File: src/design/sha_pkg.sv
// shared types, round constants and sigma functions for the sha-256 stream hasher
package sha_pkg;

    localparam int WORD_W    = 32;
    localparam int RAM_DEPTH = 16;
    localparam int RAM_AW    = 4;

    // sequencer states
    typedef enum logic [2:0] {
        ST_IDLE,
        ST_PAD,
        ST_LOAD,
        ST_ROUND,
        ST_FINAL,
        ST_OUT
    } state_t;

    // control from the sequencer to the round datapath
    typedef struct packed {
        logic       load;
        logic       round;
        logic       finalize;
        logic       reinit;
        logic [5:0] round_idx;
        logic [2:0] out_idx;
    } core_ctrl_t;

    localparam logic [31:0] INIT_HASH [8] = '{
        32'h6a09e667, 32'hbb67ae85, 32'h3c6ef372, 32'ha54ff53a,
        32'h510e527f, 32'h9b05688c, 32'h1f83d9ab, 32'h5be0cd19
    };

    localparam logic [31:0] ROUND_K [64] = '{
        32'h428a2f98, 32'h71374491, 32'hb5c0fbcf, 32'he9b5dba5,
        32'h3956c25b, 32'h59f111f1, 32'h923f82a4, 32'hab1c5ed5,
        32'hd807aa98, 32'h12835b01, 32'h243185be, 32'h550c7dc3,
        32'h72be5d74, 32'h80deb1fe, 32'h9bdc06a7, 32'hc19bf174,
        32'he49b69c1, 32'hefbe4786, 32'h0fc19dc6, 32'h240ca1cc,
        32'h2de92c6f, 32'h4a7484aa, 32'h5cb0a9dc, 32'h76f988da,
        32'h983e5152, 32'ha831c66d, 32'hb00327c8, 32'hbf597fc7,
        32'hc6e00bf3, 32'hd5a79147, 32'h06ca6351, 32'h14292967,
        32'h27b70a85, 32'h2e1b2138, 32'h4d2c6dfc, 32'h53380d13,
        32'h650a7354, 32'h766a0abb, 32'h81c2c92e, 32'h92722c85,
        32'ha2bfe8a1, 32'ha81a664b, 32'hc24b8b70, 32'hc76c51a3,
        32'hd192e819, 32'hd6990624, 32'hf40e3585, 32'h106aa070,
        32'h19a4c116, 32'h1e376c08, 32'h2748774c, 32'h34b0bcb5,
        32'h391c0cb3, 32'h4ed8aa4a, 32'h5b9cca4f, 32'h682e6ff3,
        32'h748f82ee, 32'h78a5636f, 32'h84c87814, 32'h8cc70208,
        32'h90befffa, 32'ha4506ceb, 32'hbef9a3f7, 32'hc67178f2
    };

    localparam logic [7:0] PAD_BYTE = 8'h80;

    function automatic logic [31:0] rotr(input logic [31:0] x, input int n);
        rotr = (x >> n) | (x << (32 - n));
    endfunction

    function automatic logic [31:0] big_sigma0(input logic [31:0] x);
        big_sigma0 = rotr(x, 2) ^ rotr(x, 13) ^ rotr(x, 22);
    endfunction

    function automatic logic [31:0] big_sigma1(input logic [31:0] x);
        big_sigma1 = rotr(x, 6) ^ rotr(x, 11) ^ rotr(x, 25);
    endfunction

    function automatic logic [31:0] small_sigma0(input logic [31:0] x);
        small_sigma0 = rotr(x, 7) ^ rotr(x, 18) ^ (x >> 3);
    endfunction

    function automatic logic [31:0] small_sigma1(input logic [31:0] x);
        small_sigma1 = rotr(x, 17) ^ rotr(x, 19) ^ (x >> 10);
    endfunction

endpackage

File: src/design/sha_block_ram.sv
// 16 x 32 block buffer memory, one write port, one registered read port
module sha_block_ram (
    input  logic                       clk,
    input  logic                       wr_en,
    input  logic [sha_pkg::RAM_AW-1:0] wr_addr,
    input  logic [sha_pkg::WORD_W-1:0] wr_data,
    input  logic [sha_pkg::RAM_AW-1:0] rd_addr,
    output logic [sha_pkg::WORD_W-1:0] rd_data
);
    import sha_pkg::*;

    logic [WORD_W-1:0] mem [RAM_DEPTH];

    // write port
    always_ff @(posedge clk)
    begin
        if (wr_en)
        begin
            mem[wr_addr] <= wr_data;
        end
    end

    // read port, registered
    always_ff @(posedge clk)
    begin
        rd_data <= mem[rd_addr];
    end

endmodule

File: src/design/sha_core.sv
// round datapath: hash state, working variables and message schedule window
module sha_core (
    input  logic                       clk,
    input  logic                       rst_n,
    input  sha_pkg::core_ctrl_t        ctrl,
    input  logic [sha_pkg::WORD_W-1:0] block_word,
    output logic [sha_pkg::WORD_W-1:0] digest_word
);
    import sha_pkg::*;

    logic [7:0][31:0]  hash_reg, hash_next;
    logic [7:0][31:0]  work_reg, work_next;
    logic [15:0][31:0] sched_reg, sched_next;

    logic [31:0] w, t1, t2, ch, maj;
    logic [31:0] a, b, c, e, f, g, h;

    // message word: from the buffer for the first 16 rounds, else expanded
    always_comb
    begin
        if (ctrl.round_idx[5:4] == 2'd0)
        begin
            w = block_word;
        end
        else
        begin
            w = small_sigma1(sched_reg[14]) + sched_reg[9]
              + small_sigma0(sched_reg[1]) + sched_reg[0];
        end
    end

    // one compression round
    always_comb
    begin
        a   = work_reg[0];
        b   = work_reg[1];
        c   = work_reg[2];
        e   = work_reg[4];
        f   = work_reg[5];
        g   = work_reg[6];
        h   = work_reg[7];
        ch  = (e & f) ^ (~e & g);
        maj = (a & b) ^ (a & c) ^ (b & c);
        t1  = h + big_sigma1(e) + ch + ROUND_K[ctrl.round_idx] + w;
        t2  = big_sigma0(a) + maj;
    end

    // next values of the state registers
    always_comb
    begin
        hash_next  = hash_reg;
        work_next  = work_reg;
        sched_next = sched_reg;
        if (ctrl.load)
        begin
            work_next = hash_reg;
        end
        if (ctrl.round)
        begin
            work_next[7] = g;
            work_next[6] = f;
            work_next[5] = e;
            work_next[4] = work_reg[3] + t1;
            work_next[3] = c;
            work_next[2] = b;
            work_next[1] = a;
            work_next[0] = t1 + t2;
            for (int k = 0; k < 15; k++)
            begin
                sched_next[k] = sched_reg[k+1];
            end
            sched_next[15] = w;
        end
        if (ctrl.finalize)
        begin
            for (int k = 0; k < 8; k++)
            begin
                hash_next[k] = hash_reg[k] + work_reg[k];
            end
        end
        if (ctrl.reinit)
        begin
            for (int k = 0; k < 8; k++)
            begin
                hash_next[k] = INIT_HASH[k];
            end
        end
    end

    // hash state starts from the initial values
    always_ff @(posedge clk or negedge rst_n)
    begin
        if (!rst_n)
        begin
            for (int k = 0; k < 8; k++)
            begin
                hash_reg[k] <= INIT_HASH[k];
            end
        end
        else
        begin
            hash_reg <= hash_next;
        end
    end

    // working variables and schedule window
    always_ff @(posedge clk)
    begin
        work_reg  <= work_next;
        sched_reg <= sched_next;
    end

    assign digest_word = hash_reg[ctrl.out_idx];

    // a load always precedes round zero
    a_load_before_round0 : assert property (@(posedge clk) disable iff (!rst_n)
        (ctrl.round && ctrl.round_idx == 6'd0) |-> $past(ctrl.load))
        else $error("round zero without load");

    // finalize follows the last round
    a_final_after_round63 : assert property (@(posedge clk) disable iff (!rst_n)
        (ctrl.round && ctrl.round_idx == 6'd63) |=> ctrl.finalize)
        else $error("no finalize after last round");

    // load and round never overlap
    a_load_round_excl : assert property (@(posedge clk) disable iff (!rst_n)
        !(ctrl.load && ctrl.round))
        else $error("load during round");

endmodule

File: src/design/sha256_stream_hasher.sv
// sha-256 stream hasher top level: byte intake, padding sequencer and digest output
//
// item channel (item_valid/item_ready): one beat is one command. kind 0 appends
// data_byte to the message, kind 1 closes the message and requests the digest.
// result channel (result_valid/result_ready): eight beats per digest, word 0
// first, word_index counting up, last high on word 7.
// data bytes are taken back to back while idle; every 64th byte starts a
// compression: a load step, 64 rounds at one round per cycle and an add-back
// step.
// a finish beat writes the padding words, from the current word position up to
// word 15, compresses, repeats both for a second block when 56 or more bytes are
// buffered, then presents the digest.
// item_ready is low while a block compresses or the digest is presented.
// a stalled receiver holds the current digest word; the block waits.
// after word 7 is taken the hash state and byte count go back to their
// initial values. reset does the same and needs no clearing pass.
module sha256_stream_hasher (
    input  logic        clk,
    input  logic        rst_n,
    input  logic        item_valid,
    output logic        item_ready,
    input  logic        kind,
    input  logic [7:0]  data_byte,
    output logic        result_valid,
    input  logic        result_ready,
    output logic [31:0] digest_word,
    output logic [2:0]  word_index,
    output logic        last
);
    import sha_pkg::*;

    state_t      state_reg, state_next;
    logic [63:0] count_reg, count_next;
    logic [23:0] acc_reg, acc_next;
    logic [3:0]  pad_idx_reg, pad_idx_next;
    logic [5:0]  round_reg, round_next;
    logic [2:0]  out_idx_reg, out_idx_next;
    logic        finish_reg, finish_next;
    logic        extra_reg, extra_next;
    logic        first_reg, first_next;

    logic [5:0]        pos;
    logic [63:0]       bit_len;
    logic              item_beat, result_beat;
    logic [31:0]       merged_word;
    logic              ram_we;
    logic [RAM_AW-1:0] ram_waddr, ram_raddr;
    logic [31:0]       ram_wdata, ram_rdata;
    core_ctrl_t        ctrl;

    assign pos         = count_reg[5:0];
    assign bit_len     = {count_reg[60:0], 3'b000};
    assign item_beat   = item_valid && item_ready;
    assign result_beat = result_valid && result_ready;

    // partial word closed with the pad byte
    always_comb
    begin
        case (pos[1:0])
            2'd0:    merged_word = {PAD_BYTE, 24'h0};
            2'd1:    merged_word = {acc_reg[7:0], PAD_BYTE, 16'h0};
            2'd2:    merged_word = {acc_reg[15:0], PAD_BYTE, 8'h0};
            2'd3:    merged_word = {acc_reg[23:0], PAD_BYTE};
            default: merged_word = {PAD_BYTE, 24'h0};
        endcase
    end

    // next state
    always_comb
    begin
        state_next = state_reg;
        case (state_reg)
            ST_IDLE:
            begin
                if (item_valid)
                begin
                    if (kind)
                    begin
                        state_next = ST_PAD;
                    end
                    else if (pos == 6'd63)
                    begin
                        state_next = ST_LOAD;
                    end
                end
            end
            ST_PAD:
            begin
                if (pad_idx_reg == 4'd15)
                begin
                    state_next = ST_LOAD;
                end
            end
            ST_LOAD:
            begin
                state_next = ST_ROUND;
            end
            ST_ROUND:
            begin
                if (round_reg == 6'd63)
                begin
                    state_next = ST_FINAL;
                end
            end
            ST_FINAL:
            begin
                if (extra_reg)
                begin
                    state_next = ST_PAD;
                end
                else if (finish_reg)
                begin
                    state_next = ST_OUT;
                end
                else
                begin
                    state_next = ST_IDLE;
                end
            end
            ST_OUT:
            begin
                if (result_ready && out_idx_reg == 3'd7)
                begin
                    state_next = ST_IDLE;
                end
            end
            default:
            begin
                state_next = ST_IDLE;
            end
        endcase
    end

    // outputs of the sequencer
    always_comb
    begin
        item_ready     = 1'b0;
        result_valid   = 1'b0;
        ram_we         = 1'b0;
        ram_waddr      = pos[5:2];
        ram_wdata      = {acc_reg, data_byte};
        ram_raddr      = '0;
        ctrl           = '0;
        ctrl.round_idx = round_reg;
        ctrl.out_idx   = out_idx_reg;
        case (state_reg)
            ST_IDLE:
            begin
                item_ready = 1'b1;
                ram_we     = item_valid && !kind && (pos[1:0] == 2'd3);
            end
            ST_PAD:
            begin
                ram_we    = 1'b1;
                ram_waddr = pad_idx_reg;
                if (first_reg && pad_idx_reg == pos[5:2])
                begin
                    ram_wdata = merged_word;
                end
                else if (!extra_reg && pad_idx_reg == 4'd14)
                begin
                    ram_wdata = bit_len[63:32];
                end
                else if (!extra_reg && pad_idx_reg == 4'd15)
                begin
                    ram_wdata = bit_len[31:0];
                end
                else
                begin
                    ram_wdata = '0;
                end
            end
            ST_LOAD:
            begin
                ctrl.load = 1'b1;
            end
            ST_ROUND:
            begin
                ctrl.round = 1'b1;
                ram_raddr  = round_reg[3:0] + 4'd1;
            end
            ST_FINAL:
            begin
                ctrl.finalize = 1'b1;
            end
            ST_OUT:
            begin
                result_valid = 1'b1;
                ctrl.reinit  = result_ready && (out_idx_reg == 3'd7);
            end
            default:
            begin
                item_ready = 1'b0;
            end
        endcase
    end

    // counters and flags
    always_comb
    begin
        count_next   = count_reg;
        acc_next     = acc_reg;
        pad_idx_next = pad_idx_reg;
        round_next   = round_reg;
        out_idx_next = out_idx_reg;
        finish_next  = finish_reg;
        extra_next   = extra_reg;
        first_next   = first_reg;
        if (item_beat && !kind)
        begin
            acc_next   = {acc_reg[15:0], data_byte};
            count_next = count_reg + 64'd1;
        end
        if (item_beat && kind)
        begin
            finish_next  = 1'b1;
            extra_next   = (pos[5:3] == 3'd7);
            first_next   = 1'b1;
            pad_idx_next = pos[5:2];
        end
        if (state_reg == ST_PAD)
        begin
            pad_idx_next = pad_idx_reg + 4'd1;
        end
        if (state_reg == ST_LOAD)
        begin
            round_next = '0;
        end
        if (state_reg == ST_ROUND)
        begin
            round_next = round_reg + 6'd1;
        end
        if (state_reg == ST_FINAL)
        begin
            if (extra_reg)
            begin
                extra_next   = 1'b0;
                first_next   = 1'b0;
                pad_idx_next = '0;
            end
            out_idx_next = '0;
        end
        if (result_beat)
        begin
            out_idx_next = out_idx_reg + 3'd1;
            if (out_idx_reg == 3'd7)
            begin
                count_next  = '0;
                finish_next = 1'b0;
            end
        end
    end

    always_ff @(posedge clk or negedge rst_n)
    begin
        if (!rst_n)
        begin
            state_reg   <= ST_IDLE;
            count_reg   <= '0;
            pad_idx_reg <= '0;
            round_reg   <= '0;
            out_idx_reg <= '0;
            finish_reg  <= 1'b0;
            extra_reg   <= 1'b0;
            first_reg   <= 1'b0;
        end
        else
        begin
            state_reg   <= state_next;
            count_reg   <= count_next;
            pad_idx_reg <= pad_idx_next;
            round_reg   <= round_next;
            out_idx_reg <= out_idx_next;
            finish_reg  <= finish_next;
            extra_reg   <= extra_next;
            first_reg   <= first_next;
        end
    end

    // partial word bytes, payload only
    always_ff @(posedge clk)
    begin
        acc_reg <= acc_next;
    end

    sha_block_ram u_ram (
        .clk     (clk),
        .wr_en   (ram_we),
        .wr_addr (ram_waddr),
        .wr_data (ram_wdata),
        .rd_addr (ram_raddr),
        .rd_data (ram_rdata)
    );

    sha_core u_core (
        .clk         (clk),
        .rst_n       (rst_n),
        .ctrl        (ctrl),
        .block_word  (ram_rdata),
        .digest_word (digest_word)
    );

    assign word_index = out_idx_reg;
    assign last       = (out_idx_reg == 3'd7);

    // the 64th byte of a block starts a compression
    a_full_block_loads : assert property (@(posedge clk) disable iff (!rst_n)
        (item_beat && !kind && pos == 6'd63) |=> (state_reg == ST_LOAD))
        else $error("full block not compressed");

    // the final padding word leads straight into a compression
    a_pad_end_loads : assert property (@(posedge clk) disable iff (!rst_n)
        (state_reg == ST_PAD && pad_idx_reg == 4'd15) |=> (state_reg == ST_LOAD))
        else $error("padding did not end in a load");

    // last digest beat restarts the message
    a_last_clears_count : assert property (@(posedge clk) disable iff (!rst_n)
        (result_beat && last) |=> (count_reg == 64'd0 && state_reg == ST_IDLE))
        else $error("message state not reset after digest");

    // no new item is taken while the digest is presented
    a_no_item_during_out : assert property (@(posedge clk) disable iff (!rst_n)
        result_valid |-> !item_ready)
        else $error("item accepted while digest pending");

endmodule

File: config.mk
export PLATFORM = sky130hd
export DESIGN_NAME = sha256_stream_hasher
export DESIGN_NICKNAME = d
export VERILOG_FILES = /design/src/design/sha_pkg.sv /design/src/design/sha_block_ram.sv /design/src/design/sha_core.sv /design/src/design/sha256_stream_hasher.sv
export SDC_FILE = /design/constraint.sdc
export NUM_CORES = 2
export LEC_CHECK = 0
export ABC_AREA = 0
export BUFFER_PORTS_ARGS = -buffer_cell sky130_fd_sc_hd__buf_2
export CAP_MARGIN = 20
export CORE_MARGIN = 5
export CORE_UTILIZATION = 30
export CTS_CLUSTER_DIAMETER = 80
export CTS_CLUSTER_SIZE = 14
export DETAILED_ROUTE_END_ITERATION = 6
export GPL_TIMING_DRIVEN = 0
export PLACE_DENSITY_LB_ADDON = 0.25
export RECOVER_POWER = 25
export SLEW_MARGIN = 20
export SYNTH_ARGS = -nofsm -noshare
export SYNTH_HDL_FRONTEND = slang
export SYNTH_SLANG_ARGS = --single-unit
File: constraint.sdc
create_clock -name clk -period 29.8 [get_ports clk]
set_clock_uncertainty 0.15 [all_clocks]
set_input_delay 7.45 -clock clk [delete_from_list [all_inputs] [get_ports clk]]
set_output_delay 7.45 -clock clk [all_outputs]
set_load 0.03 [all_outputs]
# Word level (Yosys, flattened, before mapping)
# Memory sizes are Yosys's and may differ from the RTL's. A register that Yosys moved wholly into a read port is not among the register bits.
# Cells that the tools add are included.
[word_totals]
register_bits = 1131
latchBits = 0
ram_bits = 512
romBits = 2048
n_memories = 2
[mem_list]
columns = ["memory", "words", "width", "rd", "rd_clocked_by_memory_dff", "wr", "line", "text"]
rows = [
  ["(no name shown)", 64, 32, 1, 0, 0, "sha_core.sv:44", "t1 = h + big_sigma1(e) + ch + ROUND_K[ctrl.round_idx] + w;"],
  ["u_ram.mem", 16, 32, 1, 1, 1, "sha_block_ram.sv:12", "logic [WORD_W-1:0] mem [RAM_DEPTH];"],
]
[op_classes]
addsub = 23
multipliers = 0
n_div = 0
order_cmp = 2
n_eq_ne = 20
shift = 0
n_mux = 54
bitwise = 28
n_reduce_logical = 20
[op_table]
columns = ["operator", "count"]
rows = [
  ["$mux W256", 4],
  ["$add A32 B32 Y32", 18],
  ["$xor A32 B32 Y32", 9],
  ["$mux W32", 8],
  ["$mux W64", 3],
  ["$and A32 B32 Y32", 5],
  ["$pmux W32 S4", 1],
  ["$bmux W32 S3", 1],
  ["$add A64 B1 Y64 const B", 1],
  ["$not A32 Y32", 1],
  ["$or A10 B32 Y32", 1],
  ["$or A13 B32 Y32", 1],
  ["$or A14 B32 Y32", 1],
  ["$or A15 B32 Y32", 1],
  ["$or A19 B32 Y32", 1],
  ["$or A21 B32 Y32", 1],
  ["$or A25 B32 Y32", 1],
  ["$or A26 B32 Y32", 1],
  ["$or A30 B32 Y32", 1],
  ["$or A7 B32 Y32", 1],
  ["$xor A32 B22 Y32", 1],
  ["$xor A32 B29 Y32", 1],
  ["$mux W3", 10],
  ["$mux W4", 6],
  ["other kinds (26)", 68],
]

# Depth between registers and ports, before layout
[depth]
depth_word = 10
ltp_mapped = 42
depth_no_buf = 41

# Modules after synthesis
# From an unflattened synthesis, not the netlist that was laid out.
[hier_totals]
cells_unflattened = 7361
area_unflattened_um2 = 92263.5
[by_module_without_submodules]
columns = ["module", "instances", "cells_each", "area_per_inst_um2", "seq_area_each_um2"]
rows = [
  ["sha_core", 1, 5828, 66120.9, 29638.4],
  ["sha_block_ram", 1, 838, 19835.3, 16015.4],
  ["sha256_stream_hasher", 1, 695, 6307.3, 2722.6],
]

# Worst setup path before layout
# OpenSTA, ideal clock, no wires.
[synth_path]
kind = "flip-flop to flip-flop"
from = "register state_reg[1]"
to = "register u_core.sched_reg[0] (netlist name) (enable)"
setup_time_ns = 1.076
arrival_time_ns = 21.139
slack_ns = 7.435
stages_incl_launch_ff = 10
n_path_buf = 5
synth_period_minus_slack_ns = 22.365
path_cell_list = "dfrtp_1 > clkbuf_1 > nand2b_1 > inv_1 > nand2_1 > inv_1 > clkbuf_1 > clkbuf_1 > clkbuf_1 > clkbuf_1"
[synth_between]
elab_chain_cells = 2
[synth_rtl]
columns = ["item", "line", "text"]
rows = [
  ["start: declaration", "sha256_stream_hasher.sv:32", "state_t state_reg, state_next;"],
  ["start signal: assignment", "sha256_stream_hasher.sv:269", "state_reg <= state_next;"],
  ["$eq A3 B2 Y1", "sha256_stream_hasher.sv:146", "case (state_reg)"],
  ["$mux W1", "sha256_stream_hasher.sv:146", ""],
  ["end signal: assignment", "sha_core.sv:110", "sched_reg <= sched_next;"],
  ["end: declaration", "sha_core.sv:13", "logic [15:0][31:0] sched_reg, sched_next;"],
]
# No other way between the ends.
# A chain may end at the register's enable or synchronous reset.

==> run summary <==
CP max stage delay -> 0.80 ns
Residual DRC -> 12
clock sinks -> 1672
CP most frequent cell -> o21ai_0
Post-Syn Area -> 91800 um^2
DP HPWL -> 263 mm
Post-synth EDFFs -> 1304
Critical R2R Launch -> round_reg[0]
DIE WIDTH -> 563 um
IO Pins -> 51
number of global-route vias before repair -> 66000
Iter 0 DRT Violations -> 7794
Num CTS Buffers -> 160
syn_area_per_cell -> 11.4 um^2
Final nets -> 8954
vias per cell -> 5.39
Top FF cell, synth -> edfxtp_1
Placement Setup Slack -> 16.84 ns
Max stage delay cell, worst path -> xnor2_1
first-pass GRT wire length -> 485 mm
Die Y -> 563 um
Syn Nets -> 8673
crit start category -> flip-flop
routed len/inst -> 27.6 um
Bufs on Longest Clock Path -> 4
fin area -> 103000 um^2
post-synthesis cell count -> 8067
sequential share of the synthesized area -> 0.527
core area -> 305000 um^2
WS Path Type -> reg -> reg
via count -> 67600
post_cts resized -> 0
violated checks -> DRC, capacitance limit, slew limit
antenna viol nets, final -> 0
PortBufs -> 50
post-CTS setup buffer count -> 0
Max Slew Vio Count -> 285
Clock transition at path regs -> 0.07 ns
min-delay worst type -> reg -> reg
Yosys reg bits -> 1672
H-Tree Depth -> 4
Distinct cells, synth -> 100
starting density of the core -> 0.301
Crit. End Element -> flip-flop
hold violation count in the final report -> 0
Tot GR Track Use -> 0.210
RSZ-0062 raised after global routing -> no
worst-skew pair later-pin latency -> 0.86 ns
share of layout cells above drive strength 1 -> 0.0985
CTS Hold Bufs -> 0
largest net degree at the start of global routing -> 87
initial antenna violation count -> 26
PnR worst setup slack -> 16.71 ns
Req. time, crit path -> 30.23 ns
Critical Path Start -> round_reg[0]
HP Start -> u_core.sched_reg[149]
FFs w/ async S/R, synth -> 0.201
crit path time final -> 13.09 ns
status -> finished, violations left
Final period util -> 0.439
Tightest Pin Transition -> 5.11 ns
row count -> 203
Die ar. -> 317000 um^2
Worst Path Max Fanout -> 14
GRT overflow -> 0
Worst EP arrival -> 13.52 ns
Area Growth Syn to Fin -> 12.6%
final setup fails -> 0
root buffer cell -> clkbuf_16
fillers -> 30700
setup TNS -> 0 ns
FMAX -> 76.4 MHz
Slew Limit Headroom -> -2.40
final RePlAce weighted congestion -> 0.963
number of synthesis warnings -> 0
Post-Route WL -> 346 mm
TritonCTS clock tree -> built
Detailed Routing Iterations Pass 1 -> 7
Placed Instance Area -> 98800 um^2
Max-Cap Viols -> 5
[critical path: cells and delay by family, from the launching register on]
kind | cells | cell delay, ns
xor gates and xnor gates | 3 | 1.23
buffers and inverters | 10 | 3.22
AOI/OAI and AO/OA | 16 | 3.73
adders and majority gates | 7 | 3.19
DFF | 1 | 0.47
and+or+nand+nor | 3 | 0.89
[cell usage after synthesis, drive strengths merged (58+ instances only)]
library cell	number	area, um^2
mux4	71	1600
nor2	405	1530
fa	195	3900
edfxtp	1304	39200
nand2b	65	407
inv	280	1050
nand2	1057	3970
xnor2	397	3480
buf	70	364
mux2	159	1790
a21oi	622	3120
o21ai	603	3020
dfrtp	200	5000
xor2	219	1920
dfstp	136	3570
a21o	178	1340
mux2i	113	1130
clkbuf	358	1340
and3	73	457
nor3	105	531
ha	398	4980
a31oi	58	363
nand3	194	971
[layout make-up]
type / instances / area, um^2 / share of cell area
clock buffers: 201 / 4220 / 0.0408
repair buffers: 119 / 1420 / 0.0138
clock inverters: 46 / 510 / 0.00494
multi-input cells: 5685 / 40900 / 0.395
inverters: 281 / 1060 / 0.0102
diodes: 7 / 17.5 / 0.000169
well taps: 4100 / 5130 / 0.0496
flip-flops and latches: 1672 / 48400 / 0.468
plain buffers: 429 / 1770 / 0.0171
[kinds of logic (layout without fill, tap and decap cells)]
| logic type | after synthesis | in the layout | share of synthesized area |
|---|---|---|---|
| compound gates | 2012 | 2012 | 0.135 |
| xor+xnor | 616 | 616 | 0.0588 |
| fa+ha+maj | 612 | 612 | 0.0989 |
| buf+inv | 710 | 1076 | 0.0302 |
| flops | 1672 | 1672 | 0.527 |
| mux | 343 | 343 | 0.0493 |
| other cells | 0 | 7 | 0 |
| simple gates | 2102 | 2102 | 0.101 |
[metrics by stage]
stage	util	std cells	hold slack, ns
2_1_floorplan	-	8067	0.250
3_3_place_gp	0.318	12200	0.250
3_5_place_dp	0.324	12300	0.255
4_1_cts	0.339	12500	0.227
5_1_grt	0.339	12500	0.230
6_report	0.339	12500	0.240
[metal layers]
metal | GRT usage | routed length, um | vias up
li1 | - | - | 29900
met1 | 0.293 | 152000 | 34300
met2 | 0.329 | 154000 | 2840
met3 | 0.0369 | 25500 | 602
met4 | 0.0770 | 14800 | 8
met5 | 0 | 52 | -
[worst paths after layout]
kind / end / slack, ns / cells past startpoint
hold / removal: u_core.sched_reg[117] / 0.24 / 0
min in group asynchronous: u_core.hash_reg[26] / 6.30 / 1
max in group asynchronous: count_reg[34] / 21.94 / 3
setup reg to reg: u_core.a[31] / 16.71 / 39
setup / recovery: u_core.a[31] / 16.71 / 39
hold reg to reg: u_core.sched_reg[117] / 0.24 / 0
[cell usage in the layout, fill, tap and decap left out, types with 48 or more instances in the layout]
| master | count |
|---|---|
| dfrtp_1 | 200 |
| xnor2_1 | 397 |
| mux4_2 | 71 |
| mux2_2 | 159 |
| dfstp_2 | 136 |
| o21ai_0 | 583 |
| nand2b_1 | 65 |
| o21bai_1 | 56 |
| fa_1 | 195 |
| clkbuf_16 | 162 |
| buf_2 | 66 |
| inv_1 | 279 |
| ha_1 | 398 |
| mux2i_1 | 113 |
| nor2b_1 | 48 |
| nor3_1 | 104 |
| and3_1 | 73 |
| edfxtp_1 | 1304 |
| xor2_1 | 219 |
| nand2_1 | 1056 |
| a21oi_1 | 619 |
| o21a_1 | 49 |
| nand3_1 | 194 |
| clkbuf_1 | 369 |
| a31oi_1 | 56 |
| nor2_1 | 384 |
| a21o_1 | 178 |
Power is left out: the tool's default activity adds up to more than one toggle a clock period on the data nets, which glitch-free logic cannot reach.
